## src/hw/rtl/lmss_pkg.sv

```systemverilog
package lmss_pkg;

  // The daisy-chained shift register is always eight bits long.
  localparam int unsigned ChainW = 8;

  localparam logic [ChainW-1:0] ChainMsb  = 8'b10000000;
  localparam logic [ChainW-1:0] ChainLsb  = 8'b00000001;
  localparam logic [ChainW-1:0] ChainOnes = 8'hFF;

  // Input item codes.
  localparam logic ActTick  = 1'b0;
  localparam logic ActWrite = 1'b1;

  // Configuration register indexes.
  localparam logic CfgPlaneAColor = 1'b0;
  localparam logic CfgPlaneBColor = 1'b1;

  // Color code bits.
  localparam int unsigned ColorRed   = 0;
  localparam int unsigned ColorGreen = 1;
  localparam int unsigned ColorBlue  = 2;

  // Scan sequencer state.
  typedef enum logic [2:0] {
    StIdle  = 3'b001,
    StBlank = 3'b010,
    StLight = 3'b100
  } state_e;

  // Patterns loaded into the chain, one per serial line.
  typedef struct packed {
    logic [ChainW-1:0] rows;
    logic [ChainW-1:0] reds;
    logic [ChainW-1:0] grns;
    logic [ChainW-1:0] blus;
  } pattern_t;

  // Control from the sequencer to the serializer.
  typedef struct packed {
    logic load;
    logic shift;
  } shift_ctrl_t;

  // Current serial bits at the head of the chain.
  typedef struct packed {
    logic row;
    logic red;
    logic green;
    logic blue;
  } lines_t;

endpackage

```

## src/hw/rtl/lmss_fb.sv

```systemverilog
module lmss_fb import lmss_pkg::*; #(
  parameter int unsigned ROWS = 8,
  parameter int unsigned COLS = 8
) (
  input  logic                    clk_i,
  input  logic                    rst_ni,
  input  logic                    wr_en_i,
  input  logic [$clog2(ROWS)-1:0] wr_row_i,
  input  logic [$clog2(COLS)-1:0] wr_col_i,
  input  logic                    wr_a_i,
  input  logic                    wr_b_i,
  input  logic [$clog2(ROWS)-1:0] rd_row_i,
  input  logic [$clog2(COLS)-1:0] rd_col_i,
  output logic                    lit_a_o,
  output logic                    lit_b_o
);

  logic [COLS-1:0] plane_a_q [ROWS];
  logic [COLS-1:0] plane_b_q [ROWS];

  // Cell writes; both planes are cleared at reset.
  always_ff @(posedge clk_i or negedge rst_ni) begin
    if (!rst_ni) begin
      for (int r = 0; r < ROWS; r++) begin
        plane_a_q[r] <= '0;
        plane_b_q[r] <= '0;
      end
    end else if (wr_en_i) begin
      plane_a_q[wr_row_i][wr_col_i] <= wr_a_i;
      plane_b_q[wr_row_i][wr_col_i] <= wr_b_i;
    end
  end

  // Read of the scanned cell.
  assign lit_a_o = plane_a_q[rd_row_i][rd_col_i];
  assign lit_b_o = plane_b_q[rd_row_i][rd_col_i];

endmodule

```

## src/hw/rtl/lmss_shift.sv

```systemverilog
module lmss_shift import lmss_pkg::*; (
  input  logic        clk_i,
  input  shift_ctrl_t ctrl_i,
  input  pattern_t    pat_i,
  output lines_t      lines_o
);

  pattern_t chain_q, chain_d;

  // Load a new set of patterns or move every line one bit toward the MSB.
  always_comb begin
    chain_d = chain_q;
    if (ctrl_i.load) begin
      chain_d = pat_i;
    end else if (ctrl_i.shift) begin
      chain_d.rows = {chain_q.rows[ChainW-2:0], 1'b1};
      chain_d.reds = {chain_q.reds[ChainW-2:0], 1'b1};
      chain_d.grns = {chain_q.grns[ChainW-2:0], 1'b1};
      chain_d.blus = {chain_q.blus[ChainW-2:0], 1'b1};
    end
  end

  always_ff @(posedge clk_i) begin
    chain_q <= chain_d;
  end

  // The MSB of each line is the bit on the wire.
  assign lines_o.row   = chain_q.rows[ChainW-1];
  assign lines_o.red   = chain_q.reds[ChainW-1];
  assign lines_o.green = chain_q.grns[ChainW-1];
  assign lines_o.blue  = chain_q.blus[ChainW-1];

endmodule

```

## src/hw/rtl/rgb_led_matrix_scan_shifter_core.sv

```systemverilog
// Scan driver for an RGB LED matrix behind an eight-bit daisy-chained shift
// register. Input items arrive on in_valid_i/in_stall_o. A write item
// (action_i high) sets one cell of both framebuffer planes and
// produces nothing; cells outside ROWS x COLS are ignored. A scan tick moves
// the scan position column first, then row, and emits eight blanking shifts
// with all lines high, followed by eight lighting shifts MSB first when the
// cell is lit in plane A or B. last_o marks the final shift of the tick.
// Each shift is one item on out_valid_o/out_stall_i. The first shift is
// valid the cycle after the tick is accepted and one shift leaves per
// unstalled cycle. in_stall_o is high while a tick is being shifted out.
// A stall on the output holds the current shift and its fields unchanged.
// Configuration writes (cfg_valid_i, always ready) set the plane colors.
// Reset clears both planes, sets the colors to red for plane A and blue
// for plane B, and parks the scan position so that the first tick shows
// cell (0,0).
module rgb_led_matrix_scan_shifter_core import lmss_pkg::*; #(
  parameter int unsigned ROWS = 8,
  parameter int unsigned COLS = 8
) (
  input  logic       clk_i,
  input  logic       rst_ni,
  // Configuration
  input  logic       cfg_valid_i,
  output logic       cfg_ready_o,
  input  logic       cfg_index_i,
  input  logic [2:0] cfg_data_i,
  // Input items
  input  logic       in_valid_i,
  output logic       in_stall_o,
  input  logic       action_i,
  input  logic [2:0] cell_row_i,
  input  logic [2:0] cell_col_i,
  input  logic       plane_a_bit_i,
  input  logic       plane_b_bit_i,
  // Result items
  output logic       out_valid_o,
  input  logic       out_stall_i,
  output logic       row_line_o,
  output logic       red_line_o,
  output logic       green_line_o,
  output logic       blue_line_o,
  output logic       last_o
);

  localparam int unsigned RowW = $clog2(ROWS);
  localparam int unsigned ColW = $clog2(COLS);
  localparam logic [RowW-1:0] RowLast = RowW'(ROWS - 1);
  localparam logic [ColW-1:0] ColLast = ColW'(COLS - 1);
  localparam logic [3:0] RowsLim = 4'(ROWS);
  localparam logic [3:0] ColsLim = 4'(COLS);

  state_e          state_q, state_d;
  logic [2:0]      cnt_q, cnt_d;
  logic            lit_q, lit_d;
  logic [2:0]      color_a_q, color_b_q;
  logic [RowW-1:0] scan_row_q, scan_row_d;
  logic [ColW-1:0] scan_col_q, scan_col_d;

  logic        in_acc, tick_acc, wr_acc, wr_in_range, out_acc;
  logic        lit_a, lit_b;
  logic [2:0]  color;
  logic [ChainW-1:0] col_mask;
  pattern_t    pat;
  shift_ctrl_t ctrl;
  lines_t      lines;

  assign cfg_ready_o = 1'b1;
  assign in_stall_o  = (state_q != StIdle);
  assign in_acc      = in_valid_i && !in_stall_o;
  assign tick_acc    = in_acc && (action_i == ActTick);
  assign wr_in_range = ({1'b0, cell_row_i} < RowsLim) && ({1'b0, cell_col_i} < ColsLim);
  assign wr_acc      = in_acc && (action_i == ActWrite) && wr_in_range;
  assign out_valid_o = (state_q != StIdle);
  assign out_acc     = out_valid_o && !out_stall_i;

  // Color registers.
  always_ff @(posedge clk_i or negedge rst_ni) begin
    if (!rst_ni) begin
      color_a_q <= 3'd1;
      color_b_q <= 3'd4;
    end else if (cfg_valid_i && cfg_ready_o) begin
      case (cfg_index_i)
        CfgPlaneAColor: color_a_q <= cfg_data_i;
        CfgPlaneBColor: color_b_q <= cfg_data_i;
        default: ;
      endcase
    end
  end

  // Next scan position: column first, then row, each with wrap.
  always_comb begin
    scan_row_d = scan_row_q;
    scan_col_d = scan_col_q;
    if (scan_col_q == ColLast) begin
      scan_col_d = '0;
      scan_row_d = (scan_row_q == RowLast) ? '0 : scan_row_q + 1'b1;
    end else begin
      scan_col_d = scan_col_q + 1'b1;
    end
  end

  always_ff @(posedge clk_i or negedge rst_ni) begin
    if (!rst_ni) begin
      scan_row_q <= RowLast;
      scan_col_q <= ColLast;
    end else if (tick_acc) begin
      scan_row_q <= scan_row_d;
      scan_col_q <= scan_col_d;
    end
  end

  lmss_fb #(
    .ROWS(ROWS),
    .COLS(COLS)
  ) u_fb (
    .clk_i    (clk_i),
    .rst_ni   (rst_ni),
    .wr_en_i  (wr_acc),
    .wr_row_i (cell_row_i[RowW-1:0]),
    .wr_col_i (cell_col_i[ColW-1:0]),
    .wr_a_i   (plane_a_bit_i),
    .wr_b_i   (plane_b_bit_i),
    .rd_row_i (scan_row_d),
    .rd_col_i (scan_col_d),
    .lit_a_o  (lit_a),
    .lit_b_o  (lit_b)
  );

  // Patterns for the lighting shifts of the newly scanned cell.
  always_comb begin
    color    = lit_a ? color_a_q : color_b_q;
    col_mask = ~(ChainLsb << scan_col_d);
    pat.rows = ~(ChainLsb << scan_row_d);
    pat.reds = color[ColorRed]   ? col_mask : ChainOnes;
    pat.grns = color[ColorGreen] ? col_mask : ChainOnes;
    pat.blus = color[ColorBlue]  ? col_mask : ChainOnes;
  end

  assign ctrl.load  = tick_acc;
  assign ctrl.shift = out_acc && (state_q == StLight);

  lmss_shift u_shift (
    .clk_i   (clk_i),
    .ctrl_i  (ctrl),
    .pat_i   (pat),
    .lines_o (lines)
  );

  // Sequencer: blanking phase, then the optional lighting phase.
  always_comb begin
    state_d = state_q;
    cnt_d   = cnt_q;
    lit_d   = lit_q;
    case (state_q)
      StIdle: begin
        if (tick_acc) begin
          state_d = StBlank;
          cnt_d   = '0;
          lit_d   = lit_a || lit_b;
        end
      end
      StBlank: begin
        if (out_acc) begin
          cnt_d = cnt_q + 1'b1;
          if (cnt_q == 3'd7) begin
            state_d = lit_q ? StLight : StIdle;
          end
        end
      end
      StLight: begin
        if (out_acc) begin
          cnt_d = cnt_q + 1'b1;
          if (cnt_q == 3'd7) begin
            state_d = StIdle;
          end
        end
      end
      default: begin
        state_d = StIdle;
      end
    endcase
  end

  always_ff @(posedge clk_i or negedge rst_ni) begin
    if (!rst_ni) begin
      state_q <= StIdle;
      cnt_q   <= '0;
      lit_q   <= 1'b0;
    end else begin
      state_q <= state_d;
      cnt_q   <= cnt_d;
      lit_q   <= lit_d;
    end
  end

  // Blanking shifts drive every line high.
  assign row_line_o   = (state_q == StLight) ? lines.row   : 1'b1;
  assign red_line_o   = (state_q == StLight) ? lines.red   : 1'b1;
  assign green_line_o = (state_q == StLight) ? lines.green : 1'b1;
  assign blue_line_o  = (state_q == StLight) ? lines.blue  : 1'b1;
  assign last_o       = (cnt_q == 3'd7) &&
                        ((state_q == StLight) || ((state_q == StBlank) && !lit_q));

endmodule
```

## config.mk

```make
export PLATFORM = sky130hd
export DESIGN_NAME = rgb_led_matrix_scan_shifter_core
export DESIGN_NICKNAME = d
export VERILOG_FILES = /design/src/hw/rtl/lmss_pkg.sv /design/src/hw/rtl/lmss_fb.sv /design/src/hw/rtl/lmss_shift.sv /design/src/hw/rtl/rgb_led_matrix_scan_shifter_core.sv
export SDC_FILE = /design/constraint.sdc
export NUM_CORES = 1
export LEC_CHECK = 0
export BUFFER_PORTS_ARGS = -buffer_cell sky130_fd_sc_hd__clkbuf_2
export CORE_MARGIN = 2
export CORE_UTILIZATION = 25
export CTS_BUF_LIST = sky130_fd_sc_hd__clkbuf_2 sky130_fd_sc_hd__clkbuf_4 sky130_fd_sc_hd__clkbuf_8
export CTS_CLUSTER_DIAMETER = 150
export DETAILED_ROUTE_END_ITERATION = 6
export PLACE_DENSITY_LB_ADDON = 0.3
export SLEW_MARGIN = 20
export SYNTH_ARGS = -nofsm -noshare
export SYNTH_HDL_FRONTEND = slang
export SYNTH_SLANG_ARGS = --single-unit
```

## constraint.sdc

```tcl
create_clock -name clk_i -period 6.6 [get_ports clk_i]
set_input_delay 1.32 -clock clk_i [delete_from_list [all_inputs] [get_ports clk_i]]
set_output_delay 1.32 -clock clk_i [all_outputs]
set_load 0.05 [all_outputs]
```

## After elaboration in Yosys (flattened, before gate mapping)

Index checks and enable logic that the tools add are counted.
W data, S select, Z words.

- Add/subtract/negate cells: 3
- Order comparisons: 6
- Eq/ne operators: 13
- Shift-type cells: 2
- Multiplexer cells: 39
- Bitwise gates (word level): 6
- Reductions and logical operators: 22

Operators with widths:

| cell | count |
|---|---|
| $bwmux W64 | 2 |
| $mux W32 | 2 |
| $mux W8 | 8 |
| $bmux W8 S3 | 2 |
| $mux W3 | 12 |
| $demux W8 S3 | 1 |
| $not A8 Y8 | 2 |
| $shl A1 B3 Y8 const A | 2 |
| $eq A3 B3 Y1 const B | 4 |
| $add A3 B1 Y3 const B | 3 |
| $logic_and A1 B1 Y1 | 9 |
| $pmux W3 S3 | 1 |
| $ge A4 B4 Y1 const B | 2 |
| $lt A3 B4 Y1 const B | 2 |
| $ne A2 B2 Y1 const B | 4 |
| $not A3 Y4 | 2 |
| $mux W1 | 7 |
| $bmux W1 S3 | 2 |
| $pmux W3 S2 | 1 |
| $reduce_and A2 Y1 | 3 |
| $reduce_and A5 Y1 | 1 |
| $lt A4 B1 Y1 const B | 1 |
| $ne A2 B1 Y1 const B | 2 |
| $reduce_bool A2 Y1 | 2 |
| other kinds (10) | 14 |

- Flip-flop bits (word level): 179
- Bits of input ports: 18
- Output and inout bits: 8

## Logic depth before layout (Yosys ltp)

- Depth after elaboration: 12
- Gate-level depth with buffers: 13
- Mapped depth without buffers: 10

## Cells and area by module

From an unflattened synthesis, not the netlist that was laid out.

- Cell total of the unflattened synthesis: 674
- Area, all modules: 9017.4 µm²

Modules (own cells, without submodules):

| module | times used | cells an instance | area an instance (µm²) |
|---|---|---|---|
| lmss_fb | 1 | 456 | 6237.2 |
| lmss_shift | 1 | 73 | 1493.9 |
| rgb_led_matrix_scan_shifter_core | 1 | 145 | 1286.2 |

## Worst setup path before layout

Ideal clock, no wire load.

- Path kind: input port to flip-flop
- Start point: input port out_stall_i
- End point: register u_shift.chain_q[0] in the netlist's numbering (enable)
- Arrival time: 3.770 ns
- Required time: 6.130 ns
- Path slack: 2.360 ns
- Cell stages on the path: 1
- Cells stage by stage: o31ai_1

- Cells in the longest elaborated chain, start to end: 4

RTL lines:

| element | RTL line | text |
|---|---|---|
| from (decl) | rgb_led_matrix_scan_shifter_core.sv:37 | `input logic out_stall_i,` |
| $logic_not A1 Y1 | rgb_led_matrix_scan_shifter_core.sv:74 | `assign out_acc = out_valid_o && !out_stall_i;` |
| $logic_and A1 B1 Y1 | rgb_led_matrix_scan_shifter_core.sv:74 |  |
| $logic_and A1 B1 Y1 | rgb_led_matrix_scan_shifter_core.sv:140 | `assign ctrl.shift = out_acc && (state_q == StLight);` |
| $reduce_bool A2 Y1 (no source line) | - |  |
| to (signal assigned) | lmss_shift.sv:24 | `chain_q <= chain_d;` |
| to (decl) | lmss_shift.sv:8 | `pattern_t chain_q, chain_d;` |

No other way between the ends.
A chain may end at the register's enable or synchronous reset.

## Final worst setup path

- Start point: register scan_col_q[0]
- End point: register u_shift.chain_q[0] in the netlist's numbering, data pin

- Cells in the longest elaborated chain, start to end: 11
- Elaborated cells between the ends (all ways): 15
- Classes of those cells: add/sub (1); eq/ne (1); shift (1); mux (10); bitwise (2)

RTL lines:

| element | RTL line | text |
|---|---|---|
| from (decl) | rgb_led_matrix_scan_shifter_core.sv:57 | `logic [ColW-1:0] scan_col_q, scan_col_d;` |
| from (signal assigned) | rgb_led_matrix_scan_shifter_core.sv:105 | `scan_col_q <= ColLast;` |
| from (signal assigned) | rgb_led_matrix_scan_shifter_core.sv:108 | `scan_col_q <= scan_col_d;` |
| $eq A3 B3 Y1 | rgb_led_matrix_scan_shifter_core.sv:94 | `if (scan_col_q == ColLast) begin` |
| $mux W3 | rgb_led_matrix_scan_shifter_core.sv:94 |  |
| $not A3 Y4 (not written as such) | lmss_fb.sv:35 | `assign lit_a_o = plane_a_q[rd_row_i][rd_col_i];` |
| $bmux W8 S3 | lmss_fb.sv:35 |  |
| $mux W8 (not written as such) (2 in a row) | lmss_fb.sv:35 |  |
| $bmux W1 S3 | lmss_fb.sv:35 |  |
| $mux W1 (not written as such) | lmss_fb.sv:35 |  |
| $mux W3 | rgb_led_matrix_scan_shifter_core.sv:131 | `color = lit_a ? color_a_q : color_b_q;` |
| $mux W8 * | rgb_led_matrix_scan_shifter_core.sv:136 | `pat.blus = color[ColorBlue] ? col_mask : ChainOnes;` |
| $mux W32 * | lmss_shift.sv:13 | `if (ctrl_i.load) begin` |

Every way passes the cells marked *; elsewhere a longest branch is shown, timed or not. The select of a mux whose other input is x is not followed.

==> impl_metrics.py <==
metrics = {
    "clock_network": {
        "holdBufCountCts": 0,
        "cts_made_buffers": 17,
        "cts.repair.resized": 0,
        "cts.reportedPaths.clkPinSlew_ns": 0.10,
        "numClockSinks": 179,
        "cts_tree": "built",
        "cts_setup_buffers": 0,
        "clock_path_buffers": 2,
        "ctsHtreeMaxLevel": 4,
        "clk_latency_ns": 0.49,
        "root_buffer": "clkbuf_8",
    },
    "place": {
        "portBuffers": 24,
        "hpwl_mm": 16.26,
        "place_area_sq_um": 9415,
        "place_congestion": 0.8317,
    },
    "worst_setup_path": {
        "crit_type": "reg -> reg",
        "worstPathMaxFanout": 30,
        "cp.arrival_ns": 4.56,
        "slowest_stage": "or2_1",
        "cp_slowest_stage_delay_ns": 0.66,
        "crit_required_ns": 6.82,
        "cpMostUsedCell": "ha_1",
        "crit_path_cell_trace": "ha_1 > ha_1 > buf_4 > nor3b_2 > or2_1 > mux2_1 > o221ai_1 > a32o_1 > or3_1 > mux2i_2 > or4_1",
        "start_kind": "flip-flop",
        "cp-end-kind": "flip-flop",
    },
    "die": {
        "rows": 69,
        "die_h_microns": 192.5,
        "die_x_microns": 192.5,
        "core_area_sq_um": 35310,
        "dieArea_sq_um": 37040,
        "initial_core_util_pct": 25.14,
        "boundaryPins": 26,
    },
    "logic_synthesis": {
        "ys_warn_count": 0,
        "synthTopCellsByCount": "mux2_2, dfrtp_1, nor2_1, nand2_1",
        "ys_ff_latch": 179,
        "synth_edf_count": 32,
        "synth_top_area_cell": "dfrtp_1",
        "synth_top_area_share_pct": 38.90,
        "synth_ff_type": "dfrtp_1",
        "yosys.area_share.simple_pct": 12.06,
        "synth_area_sq_um": 8879,
        "synth.distinct_cells": 56,
        "yosys-mux-area-fraction_pct": 21.48,
        "synth_compound_area_share_pct": 9.893,
        "synth_xor_area_share_pct": 0,
        "postSynthAreaPerCell_sq_um": 11.56,
        "async_reset_ff_share_pct": 82.12,
        "ys_seq_area_share_pct": 52.38,
        "yosys.area_share.adder_pct": 0.8455,
        "synth_area_leaders": "dfrtp_1, mux2_2, edfxtp_1",
        "synth_top_family_by_area": "multiplexers",
        "syn_nets": 792,
        "syn_inst": 768,
        "yosysMostFrequentCell": "mux2_2",
    },
    "timing": {
        "maxSlewHeadroom_pct": 34.77,
        "setup_viol": 0,
        "hold_viol": 0,
        "period_share_pct": 65.67,
        "worst_pin_slew_ns": 0.9784,
        "drv_slew": 0,
        "finalClockSkew_ns": 0.02640,
        "period_needed_ns": 4.334,
        "holdWs_ns": 0.4824,
        "fmax_mhz": 230.7,
        "fin_setup_tns_ns": 0,
        "rsz0062_at_grt": "false",
    },
    "detailed_routing": {
        "avgRoutedWirePerCell_microns": 19.69,
        "vias": 6120,
        "dr.pass1.iters": 5,
        "ant_nets": 0,
        "wl_mm": 24.47,
        "drc": 0,
        "drt-initial-drc-count": 545,
        "routed_via_density": 4.924,
    },
    "layout": {
        "layout-drive-gt1-share_pct": 29.80,
        "fin_area_sq_um": 9818,
        "fillerInstances": 3688,
        "num_antenna_cells": 0,
        "final_nets": 793,
        "area_growth_syn_to_layout_pct": 10.58,
    },
    "global_route": {
        "grt_start_max_net_pins": 98,
        "grtUsageTotal_pct": 13.61,
        "grt_pass1_wl_mm": 37.69,
        "grt_pass1_vias": 6091,
        "antenna_found_initial": 0,
        "grt_overflow": 0,
    },
    "power_and_ir_drop": {
        "leakage_nw": 4.129,
        "ir_drop_uv": 169.9,
        "powerDensity_nw_per_um2": 331.3,
        "power.total_mw": 3.252,
    },
    "run": {
        "max_cap_viol_count": 0,
    },
    "min_path": {
        "worstHoldPathType": "reg -> reg",
    },
    "status": {
        "status": "finished clean",
    },
}
## stage by stage
step | utilization [%] | std cells | setup slack, ns
6_report | 27.81 | 1243 | 2.266
5_1_grt | 27.81 | 1243 | 2.087
4_1_cts | 27.81 | 1243 | 2.303
3_5_place_dp | 26.66 | 1211 | 2.310
3_3_place_gp | 26.66 | 1211 | 2.380
2_1_floorplan | - | 768 | 2.360
## layout make-up
cell class,count,area (sq um),share of cell area [%]
clock buffers,17,234.0,2.383
clock inverters,15,168.9,1.720
repair buffers,34,201.4,2.052
multi-input cells,529,3956,40.30
inverters,8,30.03,0.3058
well taps,461,576.8,5.875
flip-flops and latches,179,4651,47.37
## flip-flops by register name (all words and copies together) (netlist names)
signal	count
u_fb.plane_b_q	64
color_a_q	3
u_fb.plane_a_q	64
u_shift.chain_q	28
u_shift.lines_o	4
scan_col_q	3
cnt_q	3
scan_row_q	3
lit_q	1
color_b_q	3
state_q	3
## kinds of logic (layout without fill, tap and decap cells)
family	count (synthesis)	count (layout)
compound gates	129	129
simple gates	222	222
fa+ha+maj	6	6
other cells	1	1
mux	171	171
buf+inv	60	74
flops	179	179
## cells in the final DEF (no fill, tap or decap), types with 3 or more instances in the layout
cell / netlist / final
nor2b_1: 8 / 8
edfxtp_1: 32 / 32
or3_1: 10 / 10
a31oi_1: 14 / 14
nand2_1: 40 / 40
inv_1: 8 / 8
dfstp_2: 9 / 9
nor2_1: 85 / 84
clkbuf_8: 0 / 17
mux2_2: 142 / 142
clkbuf_2: 0 / 23
o22a_1: 10 / 10
nand2b_1: 7 / 7
or4_1: 3 / 3
and3_1: 5 / 5
o221ai_1: 11 / 11
nand3_1: 20 / 20
buf_4: 4 / 10
a21oi_1: 25 / 25
ha_1: 6 / 6
dfrtp_1: 138 / 138
nand3b_1: 8 / 8
mux2i_1: 23 / 23
o21ai_0: 33 / 32
a221oi_1: 16 / 16
nor3_1: 21 / 20
inv_8: 0 / 3
mux2i_2: 4 / 4
inv_6: 0 / 4
o22ai_1: 3 / 3
## report_power, final
part | total [mW] | switching [mW] | internal [mW]
logic | 1.15 | 0.756 | 0.399
clock network | 0.777 | 0.460 | 0.317
registers | 1.32 | 0.0845 | 1.24
## worst paths after layout
path	slack, ns	cells after the start	end	startpoint
hold / removal	0.48	2	scan_col_q[2]	scan_col_q[2]
setup / recovery	2.27	11	u_shift.chain_q[0]	scan_col_q[0]
min in group asynchronous	0.91	1	state_q[1]	rst_ni
setup reg to reg	2.27	11	u_shift.chain_q[0]	scan_col_q[0]
hold reg to reg	0.48	2	scan_col_q[2]	scan_col_q[2]
max in group asynchronous	4.43	2	u_fb.plane_a_q[12]	rst_ni
## per-layer routing
| metal | track usage, % | wire, microns |
|---|---|---|
| met3 | 3.128 | 1330 |
| met4 | 4.110 | 382 |
| met2 | 20.31 | 10680 |
| met5 | 0 | 0 |
| met1 | 19.50 | 12080 |
## worst max-delay path: cells and delay by family (launching register included)
family,cells,cell delay [ns]
AND/OR/NAND/NOR,4,1.89
flip-flops,1,0.62
multiplexers,2,0.50
AO/OA/AOI/OAI,2,0.47
buffers and inverters,1,0.31
adder cells (fa/ha/maj),2,0.29
No activity file was read; power rests on OpenSTA's default activity.
